### config.mk
export PLATFORM = sky130hd
export DESIGN_NAME = audio_gain_ramp_saturate_unit
export DESIGN_NICKNAME = d
export VERILOG_FILES = /design/src/rtl/core/agr_pkg.sv /design/src/rtl/core/agr_cfg.sv /design/src/rtl/core/agr_gain_ctrl.sv /design/src/rtl/core/agr_scale.sv /design/src/rtl/core/audio_gain_ramp_saturate_unit.sv
export SDC_FILE = /design/constraint.sdc
export NUM_CORES = 2
export LEC_CHECK = 0
export BUFFER_PORTS_ARGS = -buffer_cell sky130_fd_sc_hd__buf_2
export CORE_ASPECT_RATIO = 0.5
export CORE_UTILIZATION = 57
export DETAILED_ROUTE_END_ITERATION = 10
export PLACE_DENSITY = 0.76
export SLEW_MARGIN = 0
export SYNTH_ARGS = -nofsm -noshare
export SYNTH_HDL_FRONTEND = slang
export SYNTH_SLANG_ARGS = --single-unit
export TNS_END_PERCENT = 100
### constraint.sdc
create_clock -name clk_i -period 12.2 [get_ports clk_i]
set_clock_uncertainty 0.05 [all_clocks]
set_input_delay 0.61 -clock clk_i [delete_from_list [all_inputs] [get_ports clk_i]]
set_output_delay 0.61 -clock clk_i [all_outputs]
set_load 0.005 [all_outputs]
### src/rtl/core/agr_pkg.sv
// Shared types, constants and helper functions of the audio gain ramp unit.
`default_nettype none

package agr_pkg;

  localparam int unsigned MaxFrameSamples = 1024;
  localparam int unsigned MaxChannels     = 8;

  localparam int unsigned PosW = (MaxFrameSamples > 1) ? $clog2(MaxFrameSamples) : 1;
  localparam int unsigned ChW  = (MaxChannels > 1) ? $clog2(MaxChannels) : 1;
  // position compares run at this width, wide enough for every count in range
  localparam int unsigned CmpW = 16;

  localparam int unsigned GainW   = 20;
  localparam int unsigned StepW   = 24;
  localparam int unsigned SampleW = 24;
  localparam int unsigned FsW     = 11;
  localparam int unsigned RecipW  = 17;
  localparam int unsigned CcW     = 4;
  localparam int unsigned ProdW   = SampleW + GainW + 1;
  localparam int unsigned SumW    = StepW + 1;

  localparam logic [GainW-1:0] GainUnity = GainW'(65536);
  localparam logic [GainW-1:0] GainMax   = GainW'(1048575);

  localparam logic [FsW-1:0]    FrameSamplesRst = FsW'(160);
  localparam logic [RecipW-1:0] FrameRecipRst   = RecipW'(410);
  localparam logic [CcW-1:0]    ChannelCountRst = CcW'(1);

  // -32768.0 and 32767.0 in Q16.8
  localparam logic signed [SampleW-1:0] OutMin = SampleW'(-8388608);
  localparam logic signed [SampleW-1:0] OutMax = SampleW'(8388352);

  localparam int unsigned AddrW = 4;
  localparam int unsigned DataW = 32;

  typedef enum logic [1:0] {
    RegTargetGain   = 2'd0,
    RegFrameSamples = 2'd1,
    RegFrameRecip   = 2'd2,
    RegChannelCount = 2'd3
  } reg_idx_e;

  typedef struct packed {
    logic [GainW-1:0]  target_gain;
    logic [FsW-1:0]    frame_samples;
    logic [RecipW-1:0] frame_recip;
    logic [CcW-1:0]    channel_count;
  } cfg_t;

  typedef struct packed {
    logic signed [SampleW-1:0] sample;
    logic [GainW-1:0]          gain;
    logic                      bypass;
    logic                      frame_end;
  } gain_beat_t;

  // Signed ramp step: sign(d) * ((|d| * recip + 0.5) >> 16), d = target - prev.
  function automatic logic signed [StepW-1:0] ramp_step_f(
    input logic [GainW-1:0]  target,
    input logic [GainW-1:0]  prev,
    input logic [RecipW-1:0] recip
  );
    logic signed [GainW:0]     diff;
    logic [GainW-1:0]          mag;
    logic [GainW+RecipW:0]     prod;
    logic [GainW+RecipW-16:0]  quo;
    logic signed [StepW-1:0]   step;
    diff = $signed({1'b0, target}) - $signed({1'b0, prev});
    mag  = diff[GainW] ? GainW'(0) - diff[GainW-1:0] : diff[GainW-1:0];
    prod = (GainW+RecipW+1)'(mag) * (GainW+RecipW+1)'(recip)
         + (GainW+RecipW+1)'(32768);
    quo  = prod[GainW+RecipW:16];
    step = StepW'(quo);
    return diff[GainW] ? -step : step;
  endfunction

endpackage

`default_nettype wire

### src/rtl/core/agr_cfg.sv
// APB register file holding the gain ramp configuration.
`default_nettype none

module agr_cfg import agr_pkg::*; (
  input  wire logic             clk_i,
  input  wire logic             rst_ni,
  input  wire logic             psel,
  input  wire logic             penable,
  input  wire logic             pwrite,
  input  wire logic [AddrW-1:0] paddr,
  input  wire logic [DataW-1:0] pwdata,
  output logic      [DataW-1:0] prdata,
  output logic                  pready,
  output cfg_t                  cfg_o
);

  cfg_t     cfg_q, cfg_d;
  reg_idx_e idx;
  logic     wr_en;

  assign pready = 1'b1;
  assign idx    = reg_idx_e'(paddr[3:2]);
  assign wr_en  = psel & penable & pwrite;

  always_comb begin
    cfg_d = cfg_q;
    if (wr_en) begin
      unique case (idx)
        RegTargetGain:   cfg_d.target_gain   = pwdata[GainW-1:0];
        RegFrameSamples: cfg_d.frame_samples = pwdata[FsW-1:0];
        RegFrameRecip:   cfg_d.frame_recip   = pwdata[RecipW-1:0];
        RegChannelCount: cfg_d.channel_count = pwdata[CcW-1:0];
        default: ;
      endcase
    end
  end

  always_comb begin
    unique case (idx)
      RegTargetGain:   prdata = DataW'(cfg_q.target_gain);
      RegFrameSamples: prdata = DataW'(cfg_q.frame_samples);
      RegFrameRecip:   prdata = DataW'(cfg_q.frame_recip);
      RegChannelCount: prdata = DataW'(cfg_q.channel_count);
      default:         prdata = '0;
    endcase
  end

  always_ff @(posedge clk_i or negedge rst_ni) begin
    if (!rst_ni) begin
      cfg_q.target_gain   <= GainUnity;
      cfg_q.frame_samples <= FrameSamplesRst;
      cfg_q.frame_recip   <= FrameRecipRst;
      cfg_q.channel_count <= ChannelCountRst;
    end else begin
      cfg_q <= cfg_d;
    end
  end

  assign cfg_o = cfg_q;

endmodule

`default_nettype wire

### src/rtl/core/agr_gain_ctrl.sv
// Input register, frame/channel counters and per-sample ramp gain.
`default_nettype none

module agr_gain_ctrl import agr_pkg::*; (
  input  wire logic               clk_i,
  input  wire logic               rst_ni,
  input  wire cfg_t               cfg_i,
  input  wire logic               in_valid_i,
  output logic                    in_ready_o,
  input  wire logic [SampleW-1:0] in_sample_i,
  output logic                    out_valid_o,
  input  wire logic               out_ready_i,
  output gain_beat_t              out_beat_o
);

  // input stage
  logic                      v0_q, v0_d;
  logic signed [SampleW-1:0] s0_q;
  // gain stage
  logic       v1_q, v1_d;
  gain_beat_t b1_q, b1_d;

  // ramp state
  logic [GainW-1:0]        prev_q, prev_d;
  logic [GainW-1:0]        run_q, run_d;
  logic signed [StepW-1:0] step_q, step_d;
  logic signed [StepW-1:0] cand_q, cand_d;
  logic [PosW-1:0]         sp_q, sp_d;
  logic [ChW-1:0]          cp_q, cp_d;

  logic adv0, adv1, fire1;
  logic [CmpW-1:0] len, chs, sp_next, cp_next;
  logic chan_end, frame_end;
  logic signed [StepW-1:0] step_use;
  logic [GainW-1:0] base, gain;
  logic signed [SumW-1:0] sum, tgt_s, lim;
  logic tgt_up, tgt_down;

  assign adv1       = !v1_q || out_ready_i;
  assign adv0       = !v0_q || adv1;
  assign fire1      = v0_q && adv1;
  assign in_ready_o = adv0;

  always_comb begin
    if (cfg_i.frame_samples == '0) begin
      len = CmpW'(1);
    end else if (CmpW'(cfg_i.frame_samples) > CmpW'(MaxFrameSamples)) begin
      len = CmpW'(MaxFrameSamples);
    end else begin
      len = CmpW'(cfg_i.frame_samples);
    end
    if (cfg_i.channel_count == '0) begin
      chs = CmpW'(1);
    end else if (CmpW'(cfg_i.channel_count) > CmpW'(MaxChannels)) begin
      chs = CmpW'(MaxChannels);
    end else begin
      chs = CmpW'(cfg_i.channel_count);
    end
  end

  assign sp_next   = CmpW'(sp_q) + CmpW'(1);
  assign cp_next   = CmpW'(cp_q) + CmpW'(1);
  assign chan_end  = sp_next >= len;
  assign frame_end = chan_end && (cp_next >= chs);

  // frame start takes the step prepared from the latest target and previous gain
  assign step_use = (sp_q == '0 && cp_q == '0) ? cand_q : step_q;
  assign base     = (sp_q == '0) ? prev_q : run_q;
  assign tgt_up   = cfg_i.target_gain > prev_q;
  assign tgt_down = cfg_i.target_gain < prev_q;
  assign tgt_s    = $signed(SumW'(cfg_i.target_gain));
  assign sum      = $signed(SumW'(base)) + SumW'(step_use);

  always_comb begin
    if (tgt_up) begin
      lim = (sum > tgt_s) ? tgt_s : sum;
    end else if (tgt_down) begin
      lim = (sum < tgt_s) ? tgt_s : sum;
    end else begin
      lim = tgt_s;
    end
    if (lim < 0) begin
      gain = '0;
    end else if (lim > $signed(SumW'(GainMax))) begin
      gain = GainMax;
    end else begin
      gain = lim[GainW-1:0];
    end
  end

  always_comb begin
    v0_d   = v0_q;
    v1_d   = v1_q;
    b1_d   = b1_q;
    prev_d = prev_q;
    run_d  = run_q;
    step_d = step_q;
    sp_d   = sp_q;
    cp_d   = cp_q;
    if (adv0) begin
      v0_d = in_valid_i;
    end
    if (adv1) begin
      v1_d = v0_q;
    end
    if (fire1) begin
      b1_d.sample    = s0_q;
      b1_d.gain      = gain;
      b1_d.bypass    = (cfg_i.target_gain == GainUnity) && (prev_q == GainUnity);
      b1_d.frame_end = frame_end;
      run_d  = gain;
      step_d = step_use;
      if (chan_end) begin
        sp_d = '0;
        if (frame_end) begin
          cp_d   = '0;
          prev_d = cfg_i.target_gain;
        end else begin
          cp_d = cp_q + ChW'(1);
        end
      end else begin
        sp_d = sp_q + PosW'(1);
      end
    end
    // register the next frame's step ahead of its first sample
    cand_d = ramp_step_f(cfg_i.target_gain, prev_d, cfg_i.frame_recip);
  end

  always_ff @(posedge clk_i or negedge rst_ni) begin
    if (!rst_ni) begin
      v0_q   <= 1'b0;
      v1_q   <= 1'b0;
      prev_q <= GainUnity;
      run_q  <= GainUnity;
      step_q <= '0;
      cand_q <= '0;
      sp_q   <= '0;
      cp_q   <= '0;
    end else begin
      v0_q   <= v0_d;
      v1_q   <= v1_d;
      prev_q <= prev_d;
      run_q  <= run_d;
      step_q <= step_d;
      cand_q <= cand_d;
      sp_q   <= sp_d;
      cp_q   <= cp_d;
    end
  end

  always_ff @(posedge clk_i) begin
    if (adv0 && in_valid_i) begin
      s0_q <= in_sample_i;
    end
    b1_q <= b1_d;
  end

  assign out_valid_o = v1_q;
  assign out_beat_o  = b1_q;

  a_frame_end_wraps: assert property (@(posedge clk_i) disable iff (!rst_ni)
    fire1 && frame_end |=> sp_q == '0 && cp_q == '0)
    else $error("counters did not wrap at frame end");

  a_frame_end_prev: assert property (@(posedge clk_i) disable iff (!rst_ni)
    fire1 && frame_end |=> prev_q == $past(cfg_i.target_gain))
    else $error("previous gain not updated at frame end");

  a_empty_ready: assert property (@(posedge clk_i) disable iff (!rst_ni)
    !v0_q |-> in_ready_o)
    else $error("empty input stage refuses a beat");

endmodule

`default_nettype wire

### src/rtl/core/agr_scale.sv
// Sample times gain, then rounding and saturation into the result register.
`default_nettype none

module agr_scale import agr_pkg::*; (
  input  wire logic               clk_i,
  input  wire logic               rst_ni,
  input  wire logic               in_valid_i,
  output logic                    in_ready_o,
  input  wire gain_beat_t         in_beat_i,
  output logic                    out_valid_o,
  input  wire logic               out_ready_i,
  output logic [SampleW-1:0]      out_sample_o,
  output logic                    out_last_o
);

  logic v2_q, v3_q;
  logic adv2, adv3;

  logic signed [ProdW-1:0]   prod_q;
  logic signed [SampleW-1:0] smp2_q;
  logic                      byp2_q, fe2_q;

  logic signed [SampleW-1:0] res3_q, res3_d;
  logic                      fe3_q;
  logic                      byp3_q;

  logic signed [ProdW:0]    biased;
  logic signed [ProdW-16:0] rnd;

  assign adv3       = !v3_q || out_ready_i;
  assign adv2       = !v2_q || adv3;
  assign in_ready_o = adv2;

  // floor((p + 0.5) >> 16) via arithmetic shift
  assign biased = (ProdW+1)'(prod_q) + (ProdW+1)'(32768);
  assign rnd    = biased[ProdW:16];

  always_comb begin
    if (byp2_q) begin
      res3_d = smp2_q;
    end else if (rnd < $signed((ProdW-15)'(OutMin))) begin
      res3_d = OutMin;
    end else if (rnd > $signed((ProdW-15)'(OutMax))) begin
      res3_d = OutMax;
    end else begin
      res3_d = rnd[SampleW-1:0];
    end
  end

  always_ff @(posedge clk_i or negedge rst_ni) begin
    if (!rst_ni) begin
      v2_q <= 1'b0;
      v3_q <= 1'b0;
    end else begin
      if (adv2) begin
        v2_q <= in_valid_i;
      end
      if (adv3) begin
        v3_q <= v2_q;
      end
    end
  end

  always_ff @(posedge clk_i) begin
    if (adv2 && in_valid_i) begin
      prod_q <= ProdW'(in_beat_i.sample) * ProdW'($signed({1'b0, in_beat_i.gain}));
      smp2_q <= in_beat_i.sample;
      byp2_q <= in_beat_i.bypass;
      fe2_q  <= in_beat_i.frame_end;
    end
    if (adv3 && v2_q) begin
      res3_q <= res3_d;
      byp3_q <= byp2_q;
      fe3_q  <= fe2_q;
    end
  end

  assign out_valid_o  = v3_q;
  assign out_sample_o = res3_q;
  assign out_last_o   = fe3_q;

  a_clamp_range: assert property (@(posedge clk_i) disable iff (!rst_ni)
    v3_q && !byp3_q |-> res3_q >= OutMin && res3_q <= OutMax)
    else $error("saturated sample out of range");

  a_stage_moves: assert property (@(posedge clk_i) disable iff (!rst_ni)
    v2_q && adv3 |=> v3_q)
    else $error("product stage beat lost");

endmodule

`default_nettype wire

### src/rtl/core/audio_gain_ramp_saturate_unit.sv
// Top level of the audio gain ramp and saturation unit.
`default_nettype none

// Scales a stream of Q16.8 samples, channel-major within each frame, by a gain
// that ramps linearly from the previous frame's gain to target_gain within each
// channel's part of the frame, then rounds and saturates to -32768.0..32767.0.
// One sample is accepted per clock while the output does not stall; each result
// passes the input register, gain stage, multiplier stage and result register
// in that order, and stalls hold the pipeline in place. The ramp gain is the
// only loop and is one add and compare a sample. Write registers only while the
// stream is idle; tlast marks the last sample of the last channel of a frame.
// Unity gain that is steady passes samples through unclamped.
module audio_gain_ramp_saturate_unit import agr_pkg::*; (
  input  wire logic               clk_i,
  input  wire logic               rst_ni,
  // APB configuration port
  input  wire logic               psel,
  input  wire logic               penable,
  input  wire logic               pwrite,
  input  wire logic [AddrW-1:0]   paddr,
  input  wire logic [DataW-1:0]   pwdata,
  output logic      [DataW-1:0]   prdata,
  output logic                    pready,
  // input samples
  input  wire logic               s_axis_tvalid,
  output logic                    s_axis_tready,
  input  wire logic [SampleW-1:0] s_axis_tdata,   // [23:0] sample_in
  // scaled samples
  output logic                    m_axis_tvalid,
  input  wire logic               m_axis_tready,
  output logic [SampleW-1:0]      m_axis_tdata,   // [23:0] sample_out
  output logic                    m_axis_tlast    // frame_end
);

  cfg_t       cfg;
  logic       g_valid, g_ready;
  gain_beat_t g_beat;

  agr_cfg u_cfg (
    .clk_i   (clk_i),
    .rst_ni  (rst_ni),
    .psel    (psel),
    .penable (penable),
    .pwrite  (pwrite),
    .paddr   (paddr),
    .pwdata  (pwdata),
    .prdata  (prdata),
    .pready  (pready),
    .cfg_o   (cfg)
  );

  agr_gain_ctrl u_gain (
    .clk_i       (clk_i),
    .rst_ni      (rst_ni),
    .cfg_i       (cfg),
    .in_valid_i  (s_axis_tvalid),
    .in_ready_o  (s_axis_tready),
    .in_sample_i (s_axis_tdata),
    .out_valid_o (g_valid),
    .out_ready_i (g_ready),
    .out_beat_o  (g_beat)
  );

  agr_scale u_scale (
    .clk_i        (clk_i),
    .rst_ni       (rst_ni),
    .in_valid_i   (g_valid),
    .in_ready_o   (g_ready),
    .in_beat_i    (g_beat),
    .out_valid_o  (m_axis_tvalid),
    .out_ready_i  (m_axis_tready),
    .out_sample_o (m_axis_tdata),
    .out_last_o   (m_axis_tlast)
  );

endmodule

`default_nettype wire

# Word level (Yosys, flattened, before mapping)
# Index checks and enable logic that the tools add are counted.
[op_classes]
n_mul = 2
reduce_logical = 25
muxes = 23
n_bitwise = 2
n_lt_le_gt_ge = 12
eq_ne = 5
n_addsub = 10
[ops]
columns = ["op", "n"]
rows = [
  ["two-way mux 20 bit", 7],
  ["one-hot mux 32 bit (4 select lines)", 1],
  ["two-way mux 24 bit", 5],
  ["two-way mux 25 bit", 4],
  ["adder 45 x 17 -> 46 bit (second input constant)", 1],
  ["multiplier 24 x 21 -> 45 bit", 1],
  ["== test 20 x 17 -> 1 bit (second input constant)", 2],
  ["adder 37 x 16 -> 38 bit (second input constant)", 1],
  ["multiplier 20 x 17 -> 37 bit", 1],
  ["> comparator 30 x 24 -> 1 bit (second input constant)", 1],
  ["< comparator 30 x 24 -> 1 bit (second input constant)", 1],
  ["adder 21 x 24 -> 25 bit", 1],
  ["> comparator 25 x 21 -> 1 bit", 1],
  ["> comparator 25 x 21 -> 1 bit (second input constant)", 1],
  ["< comparator 25 x 1 -> 1 bit (second input constant)", 1],
  ["< comparator 25 x 21 -> 1 bit", 1],
  ["negation 22 -> 24 bit", 1],
  ["two-way mux 11 bit", 2],
  ["subtractor 20 x 20 -> 21 bit", 1],
  ["> comparator 20 bit", 1],
  ["< comparator 20 bit", 1],
  ["subtractor 1 x 20 -> 20 bit (first input constant)", 1],
  [">= comparator 16 x 11 -> 1 bit", 1],
  [">= comparator 16 bit", 1],
  ["other kinds (22)", 40],
]
[totals]
ff_bits = 323
in_bits = 67

# Logic depth before layout (Yosys ltp)
[logic_depth]
depth_word = 15
ltp_mapped = 53
mapped_depth_nobuf = 48

# Modules after synthesis
# A second synthesis with hierarchy kept.
[hier_totals]
cells_unflattened = 5018
area_unflattened_um2 = 47231.5
[by_module_without_submodules]
columns = ["mod", "area_each_um2", "instances", "cells_each"]
rows = [
  ["agr_gain_ctrl", 23965.5, 1, 2770],
  ["agr_scale", 20726.1, 1, 2070],
  ["agr_cfg", 2539.9, 1, 178],
]

# Worst setup path before layout
# No wires, ideal clock.
[synth_timing]
kind = "reg-to-reg"
from = "register u_gain.sp_q[2]"
to = "register u_gain.cand_q[21]"
t_arrival_ns = 12.496
stages_incl_launch_ff = 49
t_required_ns = 12.017
slack_ns = -0.480
period_less_slack_ns = 12.680
path_cell_list = "dfrtp_1 -> and3_1 -> and3_1 -> clkbuf_1 -> nand3_1 -> xnor2_1 -> ha_1 -> and3_1 -> nand3_1 -> o21a_2 -> a211oi_1 -> clkbuf_1 -> buf_1 -> a21oi_1 -> ha_1 -> a21oi_1 -> o21ai_0 -> o31ai_2 -> [... 13 more ...] -> inv_1 -> fa_1 -> fa_1 -> inv_1 -> fa_1 -> inv_1 -> ha_1 -> a21o_1 -> a31oi_1 -> o221ai_1 -> a31o_2 -> o31a_1 -> or3_1 -> a2111oi_2 -> nor4b_2 -> a21o_1 -> o221ai_1 -> xor2_1"
[synth_via]
elab_chain_cells = 13
[synth_rtl]
columns = ["item", "line_no", "source"]
rows = [
  ["from (decl)", "agr_gain_ctrl.sv:28", "logic [PosW-1:0] sp_q, sp_d;"],
  ["from (signal assigned)", "agr_gain_ctrl.sv:146", "sp_q <= sp_d;"],
  ["adder 10 x 1 -> 11 bit *", "agr_gain_ctrl.sv:61", "assign sp_next = CmpW'(sp_q) + CmpW'(1);"],
  [">= comparator 16 x 11 -> 1 bit *", "agr_gain_ctrl.sv:63", "assign chan_end = sp_next >= len;"],
  ["logical AND 1 bit", "agr_gain_ctrl.sv:64", "assign frame_end = chan_end && (cp_next >= chs);"],
  ["two-way mux 20 bit", "agr_gain_ctrl.sv:115", "if (frame_end) begin"],
  ["two-way mux 20 bit *", "agr_gain_ctrl.sv:113", "if (chan_end) begin"],
  ["two-way mux 20 bit *", "agr_gain_ctrl.sv:106", "if (fire1) begin"],
  ["subtractor 20 x 20 -> 21 bit *", "agr_pkg.sv:69", "diff = $signed({1'b0, target}) - $signed({1'b0, prev});"],
  ["subtractor 1 x 20 -> 20 bit", "agr_pkg.sv:70", "mag = diff[GainW] ? GainW'(0) - diff[GainW-1:0] : diff[GainW-1:0];"],
  ["two-way mux 20 bit", "agr_pkg.sv:70", ""],
  ["multiplier 20 x 17 -> 37 bit", "agr_pkg.sv:71", "prod = (GainW+RecipW+1)'(mag) * (GainW+RecipW+1)'(recip)"],
  ["adder 37 x 16 -> 38 bit", "agr_pkg.sv:72", "+ (GainW+RecipW+1)'(32768);"],
  ["negation 22 -> 24 bit", "agr_pkg.sv:75", "return diff[GainW] ? -step : step;"],
  ["two-way mux 24 bit *", "agr_pkg.sv:75", ""],
  ["named net u_gain.cand_d[21]", "agr_gain_ctrl.sv:27", "logic signed [StepW-1:0] cand_q, cand_d;"],
  ["to (signal assigned)", "agr_gain_ctrl.sv:145", "cand_q <= cand_d;"],
  ["to (decl)", "agr_gain_ctrl.sv:27", ""],
]
# Mark *: on every way through the listed nets, which the timed path passes. The rest lies on a longest branch.
# A chain may end at the register's enable or synchronous reset.

# Final worst setup path
[layout_timing]
from = "register u_gain.sp_q[4]"
to = "register u_gain.cand_q[21]"
[layout_via]
elab_chain_cells = 13
[layout_rtl]
columns = ["item", "line_no", "source"]
rows = [
  ["adder 10 x 1 -> 11 bit *", "agr_gain_ctrl.sv:61", ""],
  [">= comparator 16 x 11 -> 1 bit *", "agr_gain_ctrl.sv:63", ""],
  ["logical AND 1 bit", "agr_gain_ctrl.sv:64", ""],
  ["two-way mux 20 bit", "agr_gain_ctrl.sv:115", ""],
  ["two-way mux 20 bit *", "agr_gain_ctrl.sv:113", ""],
  ["two-way mux 20 bit *", "agr_gain_ctrl.sv:106", ""],
  ["named net u_gain.prev_d[0]", "agr_gain_ctrl.sv:24", "logic [GainW-1:0] prev_q, prev_d;"],
  ["subtractor 20 x 20 -> 21 bit *", "agr_pkg.sv:69", ""],
  ["subtractor 1 x 20 -> 20 bit", "agr_pkg.sv:70", ""],
  ["two-way mux 20 bit", "agr_pkg.sv:70", ""],
  ["multiplier 20 x 17 -> 37 bit", "agr_pkg.sv:71", ""],
  ["adder 37 x 16 -> 38 bit", "agr_pkg.sv:72", ""],
  ["negation 22 -> 24 bit", "agr_pkg.sv:75", ""],
  ["two-way mux 24 bit *", "agr_pkg.sv:75", ""],
  ["named net u_gain.cand_d[21]", "agr_gain_ctrl.sv:27", ""],
]
# Marks and branches as above.

==> impl_metrics.yaml <==
global_routing:
  gr-total-overflow: 0
  grt_pass1_vias: 38200
  grt.total_usage: 0.298
  grt_pass1_wl_um: 199000
  grt_max_degree: 83
  antenna_found_initial: 0
timing:
  rsz0062_at_grt: "yes"
  hold_violations: 0
  tightest_slew_ps: 1310
  max_freq_mhz: 82.4
  fin_ws_ps: 57.0
  max_slew_margin: 0.125
  period_needed_ps: 12140
  report.final.slew_viol_count: 0
  post-route-period-util: 0.995
  setup_viol: 0
detailed_routing:
  route.detailed.drc: 0
  first_pass_iters: 6
  drt_iter0_markers: 2721
  routedWlPerCell_um: 19.5
  vias_per_cell: 5.74
  ant_nets: 0
  vias: 36600
  postRouteWirelength_um: 124000
critical_path:
  crit_required_ps: 12630
  cp_slowest_stage_delay_ps: 570
  r2r_start: "u_gain.sp_q[4]"
  reg2reg_setup_slack_ps: 60
  cp-end-kind: "flip-flop"
  r2r_end: "u_gain.cand_q[21]"
  path_class: "reg -> reg"
  crit_top_cell: "buf_4"
  critical-path-slowest-cell: "or4b_4"
  start_kind: "flip-flop"
  reg2reg_depth: 51
  cp.arrival_ps: 12570
  cp_max_fo: 6
clock_tree:
  root_buffer: "clkbuf_16"
  ctsHtreeMaxLevel: 2
  cts_tree: "built"
  numCtsBuffers: 35
  clk_path_buf_depth: 3
  cts.sinks: 308
  clk_pin_slew_ps: 60
  clk-insertion-delay-late_ps: 580
  hold_buffers: 0
synth:
  synthTopCellsByArea: "fa_1 32%, edfxtp_1 9.6%, ha_1 9.1%"
  yosysTopAreaCell: "fa_1"
  ys_seq_elements: 308
  synth-edff-count: 151
  synth.distinct_cells: 98
  ys_seq_area_frac: 0.179
  postSynth.asyncResetShare: 0.510
  synthCells: 5081
  avgSynthCellArea_um2: 9.30
  ys.flop_type: "edfxtp_1"
  synth_top_area_share: 0.323
  syn_area_mm2: 0.0473
  ys_warn_count: 0
die:
  fp-row-count: 74
  num_io_pins: 127
  start_util: 0.578
  coreArea_mm2: 0.0818
  dieHeight_um: 206
  die-area_mm2: 0.0842
  die_w_um: 409
placement:
  dp_hpwl_um: 93300
  port_buffers: 99
  post-place-ws_ps: -602
  gp_congestion: 0.957
layout:
  syn_to_final_growth_pct: 10.7
  num_antenna_cells: 0
  finalNetCount: 6422
  drive_above_1_share: 0.134
  mostFrequentLayoutCell: "inv_1"
  final_cell_mix: "959 x inv_1, 755 x fa_1, 658 x nand2_1, 335 x and2_1, 329 x ha_1"
worst_hold_path:
  hp-class: "in -> async"
run_status:
  status: "finished, final reports clean"
flow_run:
  drv_cap: 0
-- area by class of cell --
type | instances | area (um2)
Clock buffer | 43 | 937
Clock inverter | 20 | 208
Fill cell | 6481 | 29500
Inverter | 972 | 3650
Multi-Input combinational cell | 3562 | 35100
Sequential cell | 308 | 8480
Tap cell | 1102 | 1380
Timing Repair Buffer | 370 | 2650
-- flip-flops by register name, summed over array words and instances (netlist names), 24 cells and up --
register              cells
u_gain.s0_q              24
u_cfg.cfg_o              52
u_gain.cand_q            24
u_scale.prod_q           30
u_gain.out_beat_o        46
u_gain.step_q            24
u_scale.smp2_q           24
u_scale.out_sample_o     24
-- worst max-delay path, delay by kind of cell, from the launching register on --
kind / cells / cell delay, ps
fa+ha+maj: 10 / 4010
compound gates: 12 / 2790
simple gates: 13 / 2550
buf+inv: 12 / 1520
xor+xnor: 4 / 790
flops: 1 / 360
-- Yosys cell counts, types with 8 or more instances --
library cell  count
o311ai_0         13
o21bai_1         10
nor2b_1          56
a21oi_1         125
xor2_1           47
and4_1            8
nor2_1          142
buf_4            15
nand2b_1         49
clkbuf_1        215
buf_2            11
or3_1            14
a21boi_1         15
mux2_2           85
edfxtp_1        151
ha_1            344
a211oi_1         17
and2_1          340
and3_1           47
or2_2             8
dfstp_2          11
nand2_1         662
xnor2_1          93
a211o_1          19
a21boi_0         12
nor3_1           43
nor4_1           23
buf_1            10
nand4_1          25
a21o_1           63
o21ai_0         170
o31ai_1          17
a21bo_2          13
a31oi_1          39
nand3_1          64
inv_1           972
mux2i_1          52
dfrtp_1         146
fa_1            762
o21ai_1           8
o211ai_1         12
o21a_1           27
-- stage by stage --
stage	utilization	hold slack [ps]	TNS [ps]	instances	area, um2
floorplan	-	264	0	5092	47400
finish	0.640	60.6	0	6377	52400
CTS	0.629	72.1	0	6342	51500
detailed placement	0.611	355	-3880	6265	50000
global placement	0.611	356	-314	6265	50000
global route	0.640	110	-1200	6377	52400
-- logic make-up (layout without fill, tap and decap cells) --
kind of cell,count (synthesis),after routing,synth area share
buf+inv,1224,1405,0.0987
compound gates,644,645,0.0911
simple gates,1515,1516,0.158
fa+ha+maj,1106,1106,0.414
other cells,2,13,0.000159
flops,308,308,0.179
mux,141,141,0.0332
xor+xnor,141,141,0.0263
-- worst max path at each step --
stage | cells after the start | from | to
after floorplan | 51 | u_gain.sp_q[2] | u_gain.cand_q[21]
after global placement | 49 | u_gain.sp_q[2] | u_gain.cand_q[21]
after detailed placement | 49 | u_gain.sp_q[4] | u_gain.cand_q[21]
after CTS | 52 | u_gain.sp_q[4] | u_gain.cand_q[21]
after global routing | 51 | u_gain.sp_q[4] | u_gain.cand_q[21]
final | 51 | u_gain.sp_q[4] | u_gain.cand_q[21]
-- what timing repair did --
item	CTS	global route
setup endpoints to repair	14	17
cloned	1	1
pin swaps	26	88
setup buffers	15	34
gates resized for setup	52	135
-- routing by layer --
layer | GRT usage | vias to the layer above | share of wire
met5 | 0 | - | 0
met2 | 0.506 | 1581 | 0.48
met3 | 0.0395 | 307 | 0.079
li1 | - | 16400 | -
met4 | 0.102 | 0 | 0.035
met1 | 0.395 | 18400 | 0.41
Power is left out: the tool's default activity adds up to more than one toggle a clock period on the data nets, which glitch-free logic cannot reach.
